### src/hdl/rgbfb_pkg.sv
// ----------------------------------------------------------------------------
// rgbfb_pkg
// Shared types and constants for the RGB565 fill and blend unit.
// ----------------------------------------------------------------------------
package rgbfb_pkg;

    localparam int CFG_IDX_W  = 3;
    localparam int CFG_DATA_W = 16;
    localparam int DIM_W      = 13;
    localparam int WEIGHT_W   = 6;

    localparam logic [CFG_IDX_W-1:0] CFG_MODE       = 3'd0;
    localparam logic [CFG_IDX_W-1:0] CFG_FILL_COLOR = 3'd1;
    localparam logic [CFG_IDX_W-1:0] CFG_OPACITY    = 3'd2;
    localparam logic [CFG_IDX_W-1:0] CFG_WIDTH      = 3'd3;
    localparam logic [CFG_IDX_W-1:0] CFG_HEIGHT     = 3'd4;

    localparam logic [1:0] MODE_SOLID   = 2'd0;
    localparam logic [1:0] MODE_OPACITY = 2'd1;
    localparam logic [1:0] MODE_MASKED  = 2'd2;

    localparam logic [7:0]  OPACITY_FULL = 8'd255;
    localparam logic [7:0]  ALPHA_SOLID  = 8'd253;
    localparam logic [7:0]  ALPHA_CLEAR  = 8'd2;
    localparam logic [8:0]  WEIGHT_ROUND = 9'd4;
    localparam int          WEIGHT_SHIFT = 5;
    localparam logic [31:0] SPREAD_MASK  = 32'h07E0_F81F;

    typedef enum logic [1:0] {
        OP_KEEP,
        OP_FILL,
        OP_BLEND
    } op_t;

    typedef struct packed {
        op_t                 op;
        logic [WEIGHT_W-1:0] weight;
        logic [15:0]         pixel;
        logic                row_end;
        logic                region_end;
    } entry_t;

    typedef struct packed {
        logic full;
        logic empty;
    } qstat_t;

endpackage

### src/hdl/rgb565_fill_blend_unit.sv
// ----------------------------------------------------------------------------
// rgb565_fill_blend_unit
// Fills or alpha-blends a color over an RGB565 region in raster order.
// ----------------------------------------------------------------------------
// Input side: push a destination pixel and its mask byte while full is low.
// Result side: while empty is low the oldest result sits on out_pixel,
// write_enable, row_end and region_end; pop takes it.
// Exactly one result per pixel, in order. A pushed pixel passes through
// the queue, then the output register, before it shows on the result
// ports. Throughput is one pixel per clock while the receiver keeps popping;
// the blend multiplier in the back part sets the cycle.
// The front part keeps the column and row position and classifies each
// pixel; a short queue lets the front keep taking pixels while the
// receiver stalls, until the queue fills and full rises.
// Configuration writes (cfg_write, cfg_index, cfg_data) take effect at the
// next edge. The user must make them while no pixel is in flight; the
// block does not enforce it. Reset empties the queue and output, zeroes
// the position and loads mode 0, color 0, opacity 255 and a one by one region.
// ----------------------------------------------------------------------------
module rgb565_fill_blend_unit #(
    parameter int MAX_DIM     = 4096,
    parameter int QUEUE_DEPTH = 4
) (
    input  logic                             clk,
    input  logic                             rst_n,
    input  logic                             cfg_write,
    input  logic [rgbfb_pkg::CFG_IDX_W-1:0]  cfg_index,
    input  logic [rgbfb_pkg::CFG_DATA_W-1:0] cfg_data,
    input  logic                             push,
    output logic                             full,
    input  logic [15:0]                      dst_pixel,
    input  logic [7:0]                       mask_value,
    input  logic                             pop,
    output logic                             empty,
    output logic [15:0]                      out_pixel,
    output logic                             write_enable,
    output logic                             row_end,
    output logic                             region_end
);

    logic [1:0]                  mode_reg;
    logic [15:0]                 color_reg;
    logic [7:0]                  opacity_reg;
    logic [rgbfb_pkg::DIM_W-1:0] width_reg;
    logic [rgbfb_pkg::DIM_W-1:0] height_reg;

    rgbfb_pkg::qstat_t qstat;
    rgbfb_pkg::entry_t wr_entry, rd_entry;
    logic              q_write, q_read;

    always_ff @(posedge clk or negedge rst_n)
    begin
        if (!rst_n)
        begin
            mode_reg    <= rgbfb_pkg::MODE_SOLID;
            color_reg   <= '0;
            opacity_reg <= rgbfb_pkg::OPACITY_FULL;
            width_reg   <= rgbfb_pkg::DIM_W'(1);
            height_reg  <= rgbfb_pkg::DIM_W'(1);
        end
        else if (cfg_write)
        begin
            unique case (cfg_index)
                rgbfb_pkg::CFG_MODE:       mode_reg    <= cfg_data[1:0];
                rgbfb_pkg::CFG_FILL_COLOR: color_reg   <= cfg_data;
                rgbfb_pkg::CFG_OPACITY:    opacity_reg <= cfg_data[7:0];
                rgbfb_pkg::CFG_WIDTH:      width_reg   <= cfg_data[rgbfb_pkg::DIM_W-1:0];
                rgbfb_pkg::CFG_HEIGHT:     height_reg  <= cfg_data[rgbfb_pkg::DIM_W-1:0];
                default:
                begin
                end
            endcase
        end
    end

    assign full = qstat.full;

    rgbfb_front #(
        .MAX_DIM (MAX_DIM)
    ) u_front (
        .clk           (clk),
        .rst_n         (rst_n),
        .push          (push),
        .qstat         (qstat),
        .mode          (mode_reg),
        .opacity       (opacity_reg),
        .region_width  (width_reg),
        .region_height (height_reg),
        .dst_pixel     (dst_pixel),
        .mask_value    (mask_value),
        .q_write       (q_write),
        .q_entry       (wr_entry)
    );

    rgbfb_queue #(
        .DEPTH (QUEUE_DEPTH)
    ) u_queue (
        .clk      (clk),
        .rst_n    (rst_n),
        .wr       (q_write),
        .wr_entry (wr_entry),
        .rd       (q_read),
        .rd_entry (rd_entry),
        .qstat    (qstat)
    );

    rgbfb_back u_back (
        .clk          (clk),
        .rst_n        (rst_n),
        .qstat        (qstat),
        .q_entry      (rd_entry),
        .q_read       (q_read),
        .fill_color   (color_reg),
        .pop          (pop),
        .empty        (empty),
        .out_pixel    (out_pixel),
        .write_enable (write_enable),
        .row_end      (row_end),
        .region_end   (region_end)
    );

    a_region_ends_row: assert property (@(posedge clk) disable iff (!rst_n)
        (!empty && region_end) |-> row_end)
        else $error("region end without row end");

    a_keep_unchanged: assert property (@(posedge clk) disable iff (!rst_n)
        q_read && (rd_entry.op == rgbfb_pkg::OP_KEEP) |=> !write_enable)
        else $error("kept pixel flagged for write");

    a_fill_color: assert property (@(posedge clk) disable iff (!rst_n)
        q_read && (rd_entry.op == rgbfb_pkg::OP_FILL) |=> out_pixel == $past(color_reg))
        else $error("fill result differs from color");

endmodule

### src/hdl/rgbfb_front.sv
// ----------------------------------------------------------------------------
// rgbfb_front
// Accepts pixels, tracks the raster position and classifies each pixel.
// ----------------------------------------------------------------------------
module rgbfb_front #(
    parameter int MAX_DIM = 4096
) (
    input  logic                        clk,
    input  logic                        rst_n,
    input  logic                        push,
    input  rgbfb_pkg::qstat_t           qstat,
    input  logic [1:0]                  mode,
    input  logic [7:0]                  opacity,
    input  logic [rgbfb_pkg::DIM_W-1:0] region_width,
    input  logic [rgbfb_pkg::DIM_W-1:0] region_height,
    input  logic [15:0]                 dst_pixel,
    input  logic [7:0]                  mask_value,
    output logic                        q_write,
    output rgbfb_pkg::entry_t           q_entry
);

    localparam int CW = $clog2(MAX_DIM);
    localparam int EW = (CW + 1 > rgbfb_pkg::DIM_W) ? CW + 1 : rgbfb_pkg::DIM_W;

    logic [CW-1:0] col_reg, col_next;
    logic [CW-1:0] row_reg, row_next;

    logic [EW-1:0] dim_w, dim_h;
    logic [EW-1:0] col_inc, row_inc;
    logic          rend, gend;
    logic [15:0]   alpha_prod;
    logic [7:0]    alpha;
    logic [7:0]    blend_alpha;
    logic [8:0]    weight_sum;

    function automatic logic [EW-1:0] eff_dim(input logic [rgbfb_pkg::DIM_W-1:0] v);
        logic [EW-1:0] ext;
        ext = EW'(v);
        if (v == '0)
        begin
            return EW'(1);
        end
        else if (ext > EW'(MAX_DIM))
        begin
            return EW'(MAX_DIM);
        end
        return ext;
    endfunction

    assign q_write = push && !qstat.full;

    always_comb
    begin
        dim_w   = eff_dim(region_width);
        dim_h   = eff_dim(region_height);
        col_inc = EW'(col_reg) + EW'(1);
        row_inc = EW'(row_reg) + EW'(1);
        rend    = (col_inc >= dim_w);
        gend    = rend && (row_inc >= dim_h);
    end

    always_comb
    begin
        col_next = col_reg;
        row_next = row_reg;
        if (q_write)
        begin
            if (rend)
            begin
                col_next = '0;
                row_next = gend ? '0 : row_inc[CW-1:0];
            end
            else
            begin
                col_next = col_inc[CW-1:0];
            end
        end
    end

    always_ff @(posedge clk or negedge rst_n)
    begin
        if (!rst_n)
        begin
            col_reg <= '0;
            row_reg <= '0;
        end
        else
        begin
            col_reg <= col_next;
            row_reg <= row_next;
        end
    end

    always_comb
    begin
        alpha_prod = 16'(mask_value) * 16'(opacity);
        alpha      = (opacity < rgbfb_pkg::OPACITY_FULL) ? alpha_prod[15:8] : mask_value;
    end

    always_comb
    begin
        blend_alpha = opacity;
        q_entry.op  = rgbfb_pkg::OP_KEEP;
        unique case (mode)
            rgbfb_pkg::MODE_SOLID:
            begin
                q_entry.op = rgbfb_pkg::OP_FILL;
            end
            rgbfb_pkg::MODE_OPACITY:
            begin
                q_entry.op = rgbfb_pkg::OP_BLEND;
            end
            rgbfb_pkg::MODE_MASKED:
            begin
                blend_alpha = alpha;
                if (alpha >= rgbfb_pkg::ALPHA_SOLID)
                begin
                    q_entry.op = rgbfb_pkg::OP_FILL;
                end
                else if (alpha > rgbfb_pkg::ALPHA_CLEAR)
                begin
                    q_entry.op = rgbfb_pkg::OP_BLEND;
                end
            end
            default:
            begin
                q_entry.op = rgbfb_pkg::OP_KEEP;
            end
        endcase
        weight_sum         = 9'(blend_alpha) + rgbfb_pkg::WEIGHT_ROUND;
        q_entry.weight     = weight_sum[8:3];
        q_entry.pixel      = dst_pixel;
        q_entry.row_end    = rend;
        q_entry.region_end = gend;
    end

endmodule

### src/hdl/rgbfb_queue.sv
// ----------------------------------------------------------------------------
// rgbfb_queue
// Short first-in first-out queue of classified pixels.
// ----------------------------------------------------------------------------
module rgbfb_queue #(
    parameter int DEPTH = 4
) (
    input  logic              clk,
    input  logic              rst_n,
    input  logic              wr,
    input  rgbfb_pkg::entry_t wr_entry,
    input  logic              rd,
    output rgbfb_pkg::entry_t rd_entry,
    output rgbfb_pkg::qstat_t qstat
);

    localparam int PW = (DEPTH > 1) ? $clog2(DEPTH) : 1;
    localparam int NW = $clog2(DEPTH + 1);

    rgbfb_pkg::entry_t mem_reg [DEPTH];
    logic [PW-1:0]     wptr_reg, wptr_next;
    logic [PW-1:0]     rptr_reg, rptr_next;
    logic [NW-1:0]     count_reg, count_next;

    function automatic logic [PW-1:0] wrap_inc(input logic [PW-1:0] p);
        return (p == PW'(DEPTH - 1)) ? '0 : p + PW'(1);
    endfunction

    assign qstat.full  = (count_reg == NW'(DEPTH));
    assign qstat.empty = (count_reg == '0);
    assign rd_entry    = mem_reg[rptr_reg];

    always_comb
    begin
        wptr_next  = wr ? wrap_inc(wptr_reg) : wptr_reg;
        rptr_next  = rd ? wrap_inc(rptr_reg) : rptr_reg;
        count_next = count_reg;
        if (wr && !rd)
        begin
            count_next = count_reg + NW'(1);
        end
        else if (rd && !wr)
        begin
            count_next = count_reg - NW'(1);
        end
    end

    always_ff @(posedge clk or negedge rst_n)
    begin
        if (!rst_n)
        begin
            wptr_reg  <= '0;
            rptr_reg  <= '0;
            count_reg <= '0;
        end
        else
        begin
            wptr_reg  <= wptr_next;
            rptr_reg  <= rptr_next;
            count_reg <= count_next;
        end
    end

    always_ff @(posedge clk)
    begin
        if (wr)
        begin
            mem_reg[wptr_reg] <= wr_entry;
        end
    end

    a_count_bound: assert property (@(posedge clk) disable iff (!rst_n)
        count_reg <= NW'(DEPTH))
        else $error("queue count exceeds depth");

    a_no_overflow: assert property (@(posedge clk) disable iff (!rst_n)
        wr |-> (!qstat.full || rd))
        else $error("write into full queue");

    a_no_underflow: assert property (@(posedge clk) disable iff (!rst_n)
        rd |-> !qstat.empty)
        else $error("read from empty queue");

endmodule

### src/hdl/rgbfb_back.sv
// ----------------------------------------------------------------------------
// rgbfb_back
// Fills, blends or keeps queued pixels and holds the result for the receiver.
// ----------------------------------------------------------------------------
module rgbfb_back (
    input  logic              clk,
    input  logic              rst_n,
    input  rgbfb_pkg::qstat_t qstat,
    input  rgbfb_pkg::entry_t q_entry,
    output logic              q_read,
    input  logic [15:0]       fill_color,
    input  logic              pop,
    output logic              empty,
    output logic [15:0]       out_pixel,
    output logic              write_enable,
    output logic              row_end,
    output logic              region_end
);

    logic        valid_reg, valid_next;
    logic [15:0] pixel_reg;
    logic        we_reg, rend_reg, gend_reg;

    logic [31:0] fg_spread, bg_spread, diff, prod, blended;
    logic [15:0] blend_pixel;
    logic [15:0] res_pixel;
    logic        res_we;
    logic        take;

    assign take   = !valid_reg || pop;
    assign q_read = take && !qstat.empty;

    always_comb
    begin
        fg_spread   = {fill_color, fill_color} & rgbfb_pkg::SPREAD_MASK;
        bg_spread   = {q_entry.pixel, q_entry.pixel} & rgbfb_pkg::SPREAD_MASK;
        diff        = fg_spread - bg_spread;
        prod        = diff * 32'(q_entry.weight);
        blended     = ((prod >> rgbfb_pkg::WEIGHT_SHIFT) + bg_spread) & rgbfb_pkg::SPREAD_MASK;
        blend_pixel = blended[31:16] | blended[15:0];
    end

    always_comb
    begin
        res_pixel = q_entry.pixel;
        res_we    = 1'b0;
        case (q_entry.op)
            rgbfb_pkg::OP_FILL:
            begin
                res_pixel = fill_color;
                res_we    = 1'b1;
            end
            rgbfb_pkg::OP_BLEND:
            begin
                res_pixel = blend_pixel;
                res_we    = 1'b1;
            end
            default:
            begin
                res_pixel = q_entry.pixel;
                res_we    = 1'b0;
            end
        endcase
    end

    always_comb
    begin
        valid_next = valid_reg;
        if (take)
        begin
            valid_next = !qstat.empty;
        end
    end

    always_ff @(posedge clk or negedge rst_n)
    begin
        if (!rst_n)
        begin
            valid_reg <= 1'b0;
        end
        else
        begin
            valid_reg <= valid_next;
        end
    end

    always_ff @(posedge clk)
    begin
        if (q_read)
        begin
            pixel_reg <= res_pixel;
            we_reg    <= res_we;
            rend_reg  <= q_entry.row_end;
            gend_reg  <= q_entry.region_end;
        end
    end

    assign empty        = !valid_reg;
    assign out_pixel    = pixel_reg;
    assign write_enable = we_reg;
    assign row_end      = rend_reg;
    assign region_end   = gend_reg;

endmodule

### config.mk
export PLATFORM = sky130hd
export DESIGN_NAME = rgb565_fill_blend_unit
export DESIGN_NICKNAME = d
export VERILOG_FILES = /design/src/hdl/rgbfb_pkg.sv /design/src/hdl/rgb565_fill_blend_unit.sv /design/src/hdl/rgbfb_front.sv /design/src/hdl/rgbfb_queue.sv /design/src/hdl/rgbfb_back.sv
export SDC_FILE = /design/constraint.sdc
export NUM_CORES = 1
export LEC_CHECK = 0
export ABC_AREA = 1
export CAP_MARGIN = 20
export CORE_UTILIZATION = 25
export CTS_BUF_LIST = sky130_fd_sc_hd__clkbuf_16
export DETAILED_ROUTE_END_ITERATION = 10
export DONT_BUFFER_PORTS = 1
export GPL_TIMING_DRIVEN = 0
export HOLD_SLACK_MARGIN = 0.02
export PLACE_DENSITY = 0.45
export SYNTH_ARGS = -nofsm -noshare
export SYNTH_HDL_FRONTEND = slang
export SYNTH_HIERARCHICAL = 1
export SYNTH_SLANG_ARGS = --single-unit
### constraint.sdc
create_clock -name clk -period 8.32 [get_ports clk]
set_clock_uncertainty 0.2 [all_clocks]
set_input_delay 1.248 -clock clk [delete_from_list [all_inputs] [get_ports clk]]
set_output_delay 1.248 -clock clk [all_outputs]
set_load 0.03 [all_outputs]
# Word-level counts from Yosys, hierarchy flattened
# Memory sizes are Yosys's and may differ from the RTL's.
# Index checks and enable logic that the tools add are counted.
# totals
register_bits	103
ramBits	104
input_bits	48
output_inout_bits	21
word_cells	95
mem_count	1
# memory_table
memory	words	word_bits	read_ports	rd_ports_with_merged_regs	wr	line_no	rtl
u_queue.mem_reg	4	26	1	0	1	rgbfb_queue.sv:20	rgbfb_pkg::entry_t mem_reg [DEPTH];
# op_classes
n_addsub	9
n_mul	2
order_cmp	7
eq_ne	11
muxes	25
n_bitwise	1
n_reduce_logical	24
# op_table
op	n
13-bit 2-to-1 mux	6
32-bit by 6-bit multiplier with 32-bit output	1
16-bit one-hot mux with 2 select lines	1
27-bit by 27-bit subtractor with 28-bit output	1
27-bit adder	1
12-bit by 1-bit adder with 13-bit output, second input constant	2
13-bit greater-or-equal comparator	2
13-bit greater-than comparator, second input constant	2
13-bit logical NOT	2
12-bit 2-to-1 mux	2
8-bit by 8-bit multiplier with 16-bit output	1
8-bit 2-to-1 mux	2
11-bit by 16-bit bitwise OR with 16-bit output	1
2-bit AND reduction	6
8-bit by 3-bit adder with 9-bit output, second input constant	1
2-bit == test, second input constant	4
8-bit greater-or-equal comparator, second input constant	1
8-bit by 2-bit greater-than comparator with 1-bit output, second input constant	1
8-bit less-than comparator, second input constant	1
2-bit 2-to-1 mux	4
1-bit 2-to-1 mux	7
3-bit by 2-bit == test with 1-bit output, second input constant	2
3-bit == test, second input constant	2
3-bit logical NOT	2
13 further kinds	24

# Logic depth before layout (Yosys ltp)
# Gate-level depths: netlist (run 1).
# depth
ltp_word	7
depth_mapped	47
depth_no_buf	46

# By module
# The synthesis (run 1) kept the hierarchy.
# modules_own_cells
module	n_inst	cells_each	area_each_um2	seq_area_each_um2
rgbfb_back	1	1284	8463.1	595.6
rgbfb_front	1	768	5131.2	600.6
rgbfb_queue	1	355	4792.1	3298.2
rgb565_fill_blend_unit	1	237	2125.8	1313.8

# Worst setup path after synthesis (run 1)
# OpenSTA, ideal clock, no wires.
# synth_path
kind	register -> register
startpoint	register u_queue.rptr_reg[0]
endpoint	register u_back.pixel_reg[10] (netlist: u_back/out_pixel[10]), data pin
setup_time_ps	257
arrival_time_ps	6939
required_ps	7863
setup_slack_ps	924
path_stages_with_launch	43
path_buffers	2
period_less_slack_ps	7396
path_cell_list	dfrtp_1 -> inv_2 -> buf_6 -> buf_6 -> o211ai_1 -> nand2_1 -> ha_1 -> inv_1 -> fa_1 -> a31oi_1 -> fa_1 -> o21ai_1 -> a21oi_1 -> nor2_1 -> nor2_1 -> xor2_1 -> nor2_1 -> fa_1 -> [7 not listed] -> a21oi_1 -> nand2_1 -> a21oi_1 -> nand2_2 -> nand3_1 -> nand2_1 -> xor2_1 -> ha_1 -> a21oi_1 -> nor2_1 -> nor2_1 -> nor2_1 -> nor2_1 -> o21bai_1 -> a21oi_1 -> nand3_2 -> nand3_2 -> a21oi_2
# synth_rtl
item	line_no	rtl
start, declared	rgbfb_queue.sv:22	logic [PW-1:0] rptr_reg, rptr_next;
start signal, assigned	rgbfb_queue.sv:59	rptr_reg <= rptr_next;
end signal, assigned	rgbfb_back.sv:91	pixel_reg <= res_pixel;
end, declared	rgbfb_back.sv:21	logic [15:0] pixel_reg;

==> results_dict.tcl, run 1 <==
set metrics [dict create \
    run_status "finished, violations left" \
    violations "design-rule violations" \
    largest_reg_flops 104 \
    stdcell_count 3779 \
    io_buffers 0 \
    avgSynthCellArea_sq_um 7.76 \
    required_ns 8.52 \
    cts_tree "yes" \
    numCtsBuffers 27 \
    cp-end-kind "flop" \
    clkSinkCount 207 \
    r2r.worst_path.cells 43 \
    rsz0062_at_grt "yes" \
    path_clk_slew_ns 0.06 \
    drt-total-wl_mm 60.9 \
    max-cap-violations 0 \
    drc 6 \
    clk_latency_ns 0.56 \
    clockRootBuffer "clkbuf_16" \
    r2r-start "u_queue/rptr_reg[0]$_DFFE_PN0P_" \
    drive_gt1_share_pct 14.4 \
    worstSetupStartpointType "flop" \
    ys_warn_count 6 \
    synth-edff-count 123 \
    die_y_um 288 \
    die_w_um 288 \
    start_util_pct 25.4 \
    netlist.area_leader.share_pct 18.0 \
    crit_family "adder cells" \
    endpoint "u_back/out_pixel[10]$_DFFE_PP_" \
    core_area_sq_um 80800 \
    setup_ws_ns 0.351 \
    ant_nets 0 \
    path_depth 43 \
    synth_area_sq_um 20500 \
    clockBufferDepth 3 \
    tightest_slew_ns 1.01 \
    maxSlewViolCount 0 \
    synth_nets 2970 \
    hold_ws_ns 0.184 \
    dp_slack_ns -1.26 \
    drt_first_pass_iters 8 \
    crit_top_cell "nor2_1" \
    ys_seq_elements 207 \
    yosys-top-cells-area "edfxtp_1 18%, fa_1 14%, nand2_1 13%, inv_1 9.5%, dfrtp_1 9.0%" \
    cpPeakStageDelay_ns 0.53 \
    synth_top_cell_by_area "edfxtp_1" \
    min_period_ns 7.97 \
    syn2layout_area_growth_pct 14.9 \
    worst-setup-path-type "flop to flop" \
    drtIter0Drc 917 \
    synth.most_common_cell "nand2_1" \
    slew_headroom_pct 32.7 \
    synth_ff_type "edfxtp_1" \
    layout.nets 3023 \
    r2r_slack_ns 0.35 \
    synth_common_cells "715 x nand2_1, 519 x inv_1, 232 x nor2_1, 146 x fa_1, 145 x nand3_1" \
    row_count 104 \
    finalCoreUtilization_pct 29.2 \
    design.portCount 69 \
    via_count 16500 \
    startpoint "u_queue/rptr_reg[0]$_DFFE_PN0P_" \
    seq_area_frac_synth_pct 28.3 \
    final-hold-violation-count 0 \
    cp_num_buf_inv 7 \
    dp_hpwl_mm 48.2 \
    async_flop_share_pct 40.6 \
    cp_slowest_cell "fa_1" \
    grt_pass1_vias 16700 \
    worstPathArrival_ns 8.17 \
    routedWlPerCell_um 16.1 \
    timing.final.crit_share_pct 95.8 \
    dp_cells 3709 \
    hold_path.class "input port to async pin" \
    max_freq_ghz 0.125 \
    vias_per_cell 4.36 \
    grt_remaining_overflow 0 \
    path_max_fanout 10 \
    gp_congestion 0.872 \
    cts_max_level 1 \
    postSynthCellCount 2644 \
    die_area_sq_um 83200 \
    ys_types 55 \
    grt_max_degree 85 \
    setup_violations 0 \
    grt_usage_pct 14.8 \
    r2r-end "u_back/out_pixel[10]$_DFFE_PP_" \
    grt_pass1_wl_mm 96.0 \
    grt_antenna_before_repair 3 \
]
==> metal layers <==
layer  vias up  track usage [%]  routed length, um
met2       316             24.8              28200
met1      7762             20.1              28400
met3        65             2.35               3070
li1       8324                -                  -
met5         -                0                 31
met4         4             3.19               1100
==> placed cells by master (no fill, tap or decap), types with 43 or more instances in the layout <==
cell type | netlist | routed
o211ai_2 | 43 | 43
buf_4 | 27 | 49
dfrtp_1 | 74 | 74
a21oi_1 | 93 | 81
nand2_2 | 34 | 49
inv_1 | 519 | 522
edfxtp_1 | 123 | 123
nor2_1 | 232 | 223
nand2_1 | 715 | 700
ha_1 | 132 | 116
fa_1 | 146 | 143
nand3_1 | 145 | 143
==> through the flow <==
stage,setup TNS [ns],instance area [sq um]
after detailed placement,-4.89,22000
final,0,23600
after global routing,-0.246,23600
after global placement,-5.33,21800
after floorplan,0,20500
after CTS,0,23200
==> what timing repair did <==
| action | CTS | global route |
|---|---|---|
| gates resized for setup | 65 | 75 |
| hold buffers | 0 | 0 |
| pin swaps | 9 | 22 |
| buffers inserted | 9 | 14 |
| setup endpoints to repair | 7 | 9 |
==> cell type report <==
type	instances	area, sq um
well taps	1060	1330
flip-flops and latches	207	5810
fillers	8779	57200
plain buffers	84	628
repair buffers	28	303
clock inverters	22	101
multi-input cells	1811	12700
clock buffers	28	701
diodes	1	2.50
inverters	538	2040
==> logic make-up (layout without fill, tap and decap cells) <==
| group | Yosys count | after routing | share of synthesized area (%) |
|---|---|---|---|
| adders and majority gates | 278 | 278 | 22.3 |
| other | 0 | 1 | 0 |
| buffers and inverters | 626 | 700 | 12.7 |
| DFF | 207 | 207 | 28.3 |
| xor gates and xnor gates | 47 | 47 | 2.01 |
| and+or+nand+nor | 1259 | 1259 | 27.0 |
| AOI/OAI and AO/OA | 227 | 227 | 7.68 |
==> worst min path at each step <==
stage / from / endpoint / slack (ns) / depth (start not counted)
after floorplan: opacity_reg[6]$_DFFE_PN1P_ / opacity_reg[6]$_DFFE_PN1P_ / 0.24 / 2
after global placement: opacity_reg[6]$_DFFE_PN1P_ / opacity_reg[6]$_DFFE_PN1P_ / 0.26 / 2
after detailed placement: opacity_reg[6]$_DFFE_PN1P_ / opacity_reg[6]$_DFFE_PN1P_ / 0.26 / 2
after CTS: rst_n / u_front/col_reg[8]$_DFFE_PN0P_ / 0.14 / 0
after global routing: rst_n / u_front/col_reg[8]$_DFFE_PN0P_ / 0.15 / 0
final: rst_n / u_front/row_reg[10]$_DFFE_PN0P_ / 0.18 / 0
Power of run 1 is left out: the tool's default activity adds up to more than one toggle a clock period on the data nets, which glitch-free logic cannot reach.
==> inputs of run 2 (changes only) <==
- CORE_UTILIZATION: 25 -> 60
- PLACE_DENSITY: 0.45 -> 0.83
==> results_dict.tcl, run 2 (synthesis gave the netlist of run 1 again) <==
set metrics [dict create \
    run_status "complete, no violations" \
    grt_pass1_wl_mm 86.4 \
    maxSlewViolCount 0 \
    hold_path.class "input port to async pin" \
    nFillCells 2674 \
    grt_max_degree 85 \
    grt_pass1_vias 17200 \
    tightest_slew_ns 0.930 \
    clkSinkCount 207 \
    stdcell_count 3164 \
    drtIter0Drc 1386 \
    die_w_um 187 \
    numCtsBuffers 23 \
    worstPathArrival_ns 8.10 \
    gp_congestion 0.972 \
    cpPeakStageDelay_ns 0.54 \
    ant_nets 0 \
    largest_reg_flops 104 \
    layout.nets 3024 \
    hold_ws_ns 0.230 \
    drive_gt1_share_pct 13.5 \
    timing.final.crit_share_pct 96.7 \
    die_area_sq_um 34900 \
    drt-total-wl_mm 53.7 \
    grt_antenna_before_repair 2 \
    setup_violations 0 \
    final_common_cell "nand2_1" \
    clk_latency_ns 0.52 \
    cp_slowest_cell "fa_1" \
    drc 0 \
    io_buffers 0 \
    grt_usage_pct 31.0 \
    core_area_sq_um 33600 \
    max-cap-violations 0 \
    final_cell_mix "705 x nand2_1, 517 x inv_1, 227 x nor2_1" \
    cts_tree "yes" \
    drt_first_pass_iters 5 \
    design.portCount 69 \
    routedWlPerCell_um 17.0 \
    dp_hpwl_mm 41.8 \
    dp_cells 3099 \
    max_freq_ghz 0.124 \
    worst-setup-path-type "flop to flop" \
    die_y_um 187 \
    cp-end-kind "flop" \
    cts_max_level 1 \
    path_clk_slew_ns 0.06 \
    min_period_ns 8.04 \
    worstSetupStartpointType "flop" \
    slew_headroom_pct 38.0 \
    grt_remaining_overflow 0 \
    crit_top_cell "inv_1" \
    via_count 17400 \
    row_count 67 \
    required_ns 8.38 \
    path_max_fanout 10 \
    start_util_pct 61.0 \
    clockRootBuffer "clkbuf_16" \
    vias_per_cell 5.50 \
    syn2layout_area_growth_pct 10.1 \
    clockBufferDepth 3 \
    final-hold-violation-count 0 \
]
run 2: changes by cell type in the layout (fill, tap and decap cells not counted), sizes merged:
cell	change
buf	+1
bufinv	+2
clkbuf	-1
clkinv	+1
clkinvlp	-1
diode	+1
inv	-6
run 2: cell type report:
| cell class | count | area [sq um] | area share, % |
|---|---|---|---|
| multi-input cells | 1811 | 12500 | 55.3 |
| clock buffers | 23 | 576 | 2.55 |
| clock inverters | 18 | 149 | 0.659 |
| flip-flops and latches | 207 | 5810 | 25.7 |
| inverters | 538 | 2030 | 9.01 |
| repair buffers | 29 | 319 | 1.41 |
| well taps | 448 | 561 | 2.48 |
| plain buffers | 88 | 634 | 2.81 |
| diodes | 2 | 5.00 | 0.0222 |
run 2: through the flow:
stage	instance area (sq um)	util (%)	TNS (ns)	worst slack [ns]
after floorplan	20500	-	0	0.924
after global placement	21100	62.7	-2.47	-0.810
after detailed placement	21200	63.1	-3.21	-0.916
after CTS	22200	66.2	0	0.0198
after global routing	22600	67.2	-0.0811	-0.0430
final	22600	67.2	0	0.276
run 2: path summary, 6_finish.rpt:
path	start	end	slack, ns	cells past startpoint
min	rst_n	u_front/col_reg[9]$_DFFE_PN0P_	0.23	0
min reg2reg	opacity_reg[6]$_DFFE_PN1P_	opacity_reg[6]$_DFFE_PN1P_	0.27	2
min in group clk	opacity_reg[6]$_DFFE_PN1P_	opacity_reg[6]$_DFFE_PN1P_	0.27	2
max	u_queue/rptr_reg[1]$_DFFE_PN0P_	u_back/out_pixel[10]$_DFFE_PP_	0.28	39
max in group asynchronous	rst_n	width_reg[0]$_DFFE_PN1P_	7.47	0
max reg2reg	u_queue/rptr_reg[1]$_DFFE_PN0P_	u_back/out_pixel[10]$_DFFE_PP_	0.28	39
run 2: timing repair:
| item | 4_1_cts | 5_1_grt |
|---|---|---|
| buffers inserted | 9 | 12 |
| hold buffers | 0 | 0 |
| gates resized for setup | 43 | 59 |
| endpoints found under the setup margin | 5 | 7 |
| gates cloned | 0 | 1 |
| pin swaps | 5 | 16 |
run 2: critical path, delay by kind of cell, from the launching register on:
kind	cells	cell delay (ns)
AND/OR/NAND/NOR	9	1.02
XOR/XNOR	2	0.39
adder cells (fa/ha/maj)	8	3.13
flip-flops	1	0.39
AO/OA/AOI/OAI	9	1.36
buffers and inverters	11	1.24
run 2: metal layers:
metal  track usage (%)  vias up  part of all wire, %
li1                  -     8311                    -
met5                 0        -                    0
met1              40.0     8324                   40
met2              52.5      663                   48
met4              11.8        0                  4.2
met3              5.07      117                  7.5
Power of run 2 is left out for the same reason.
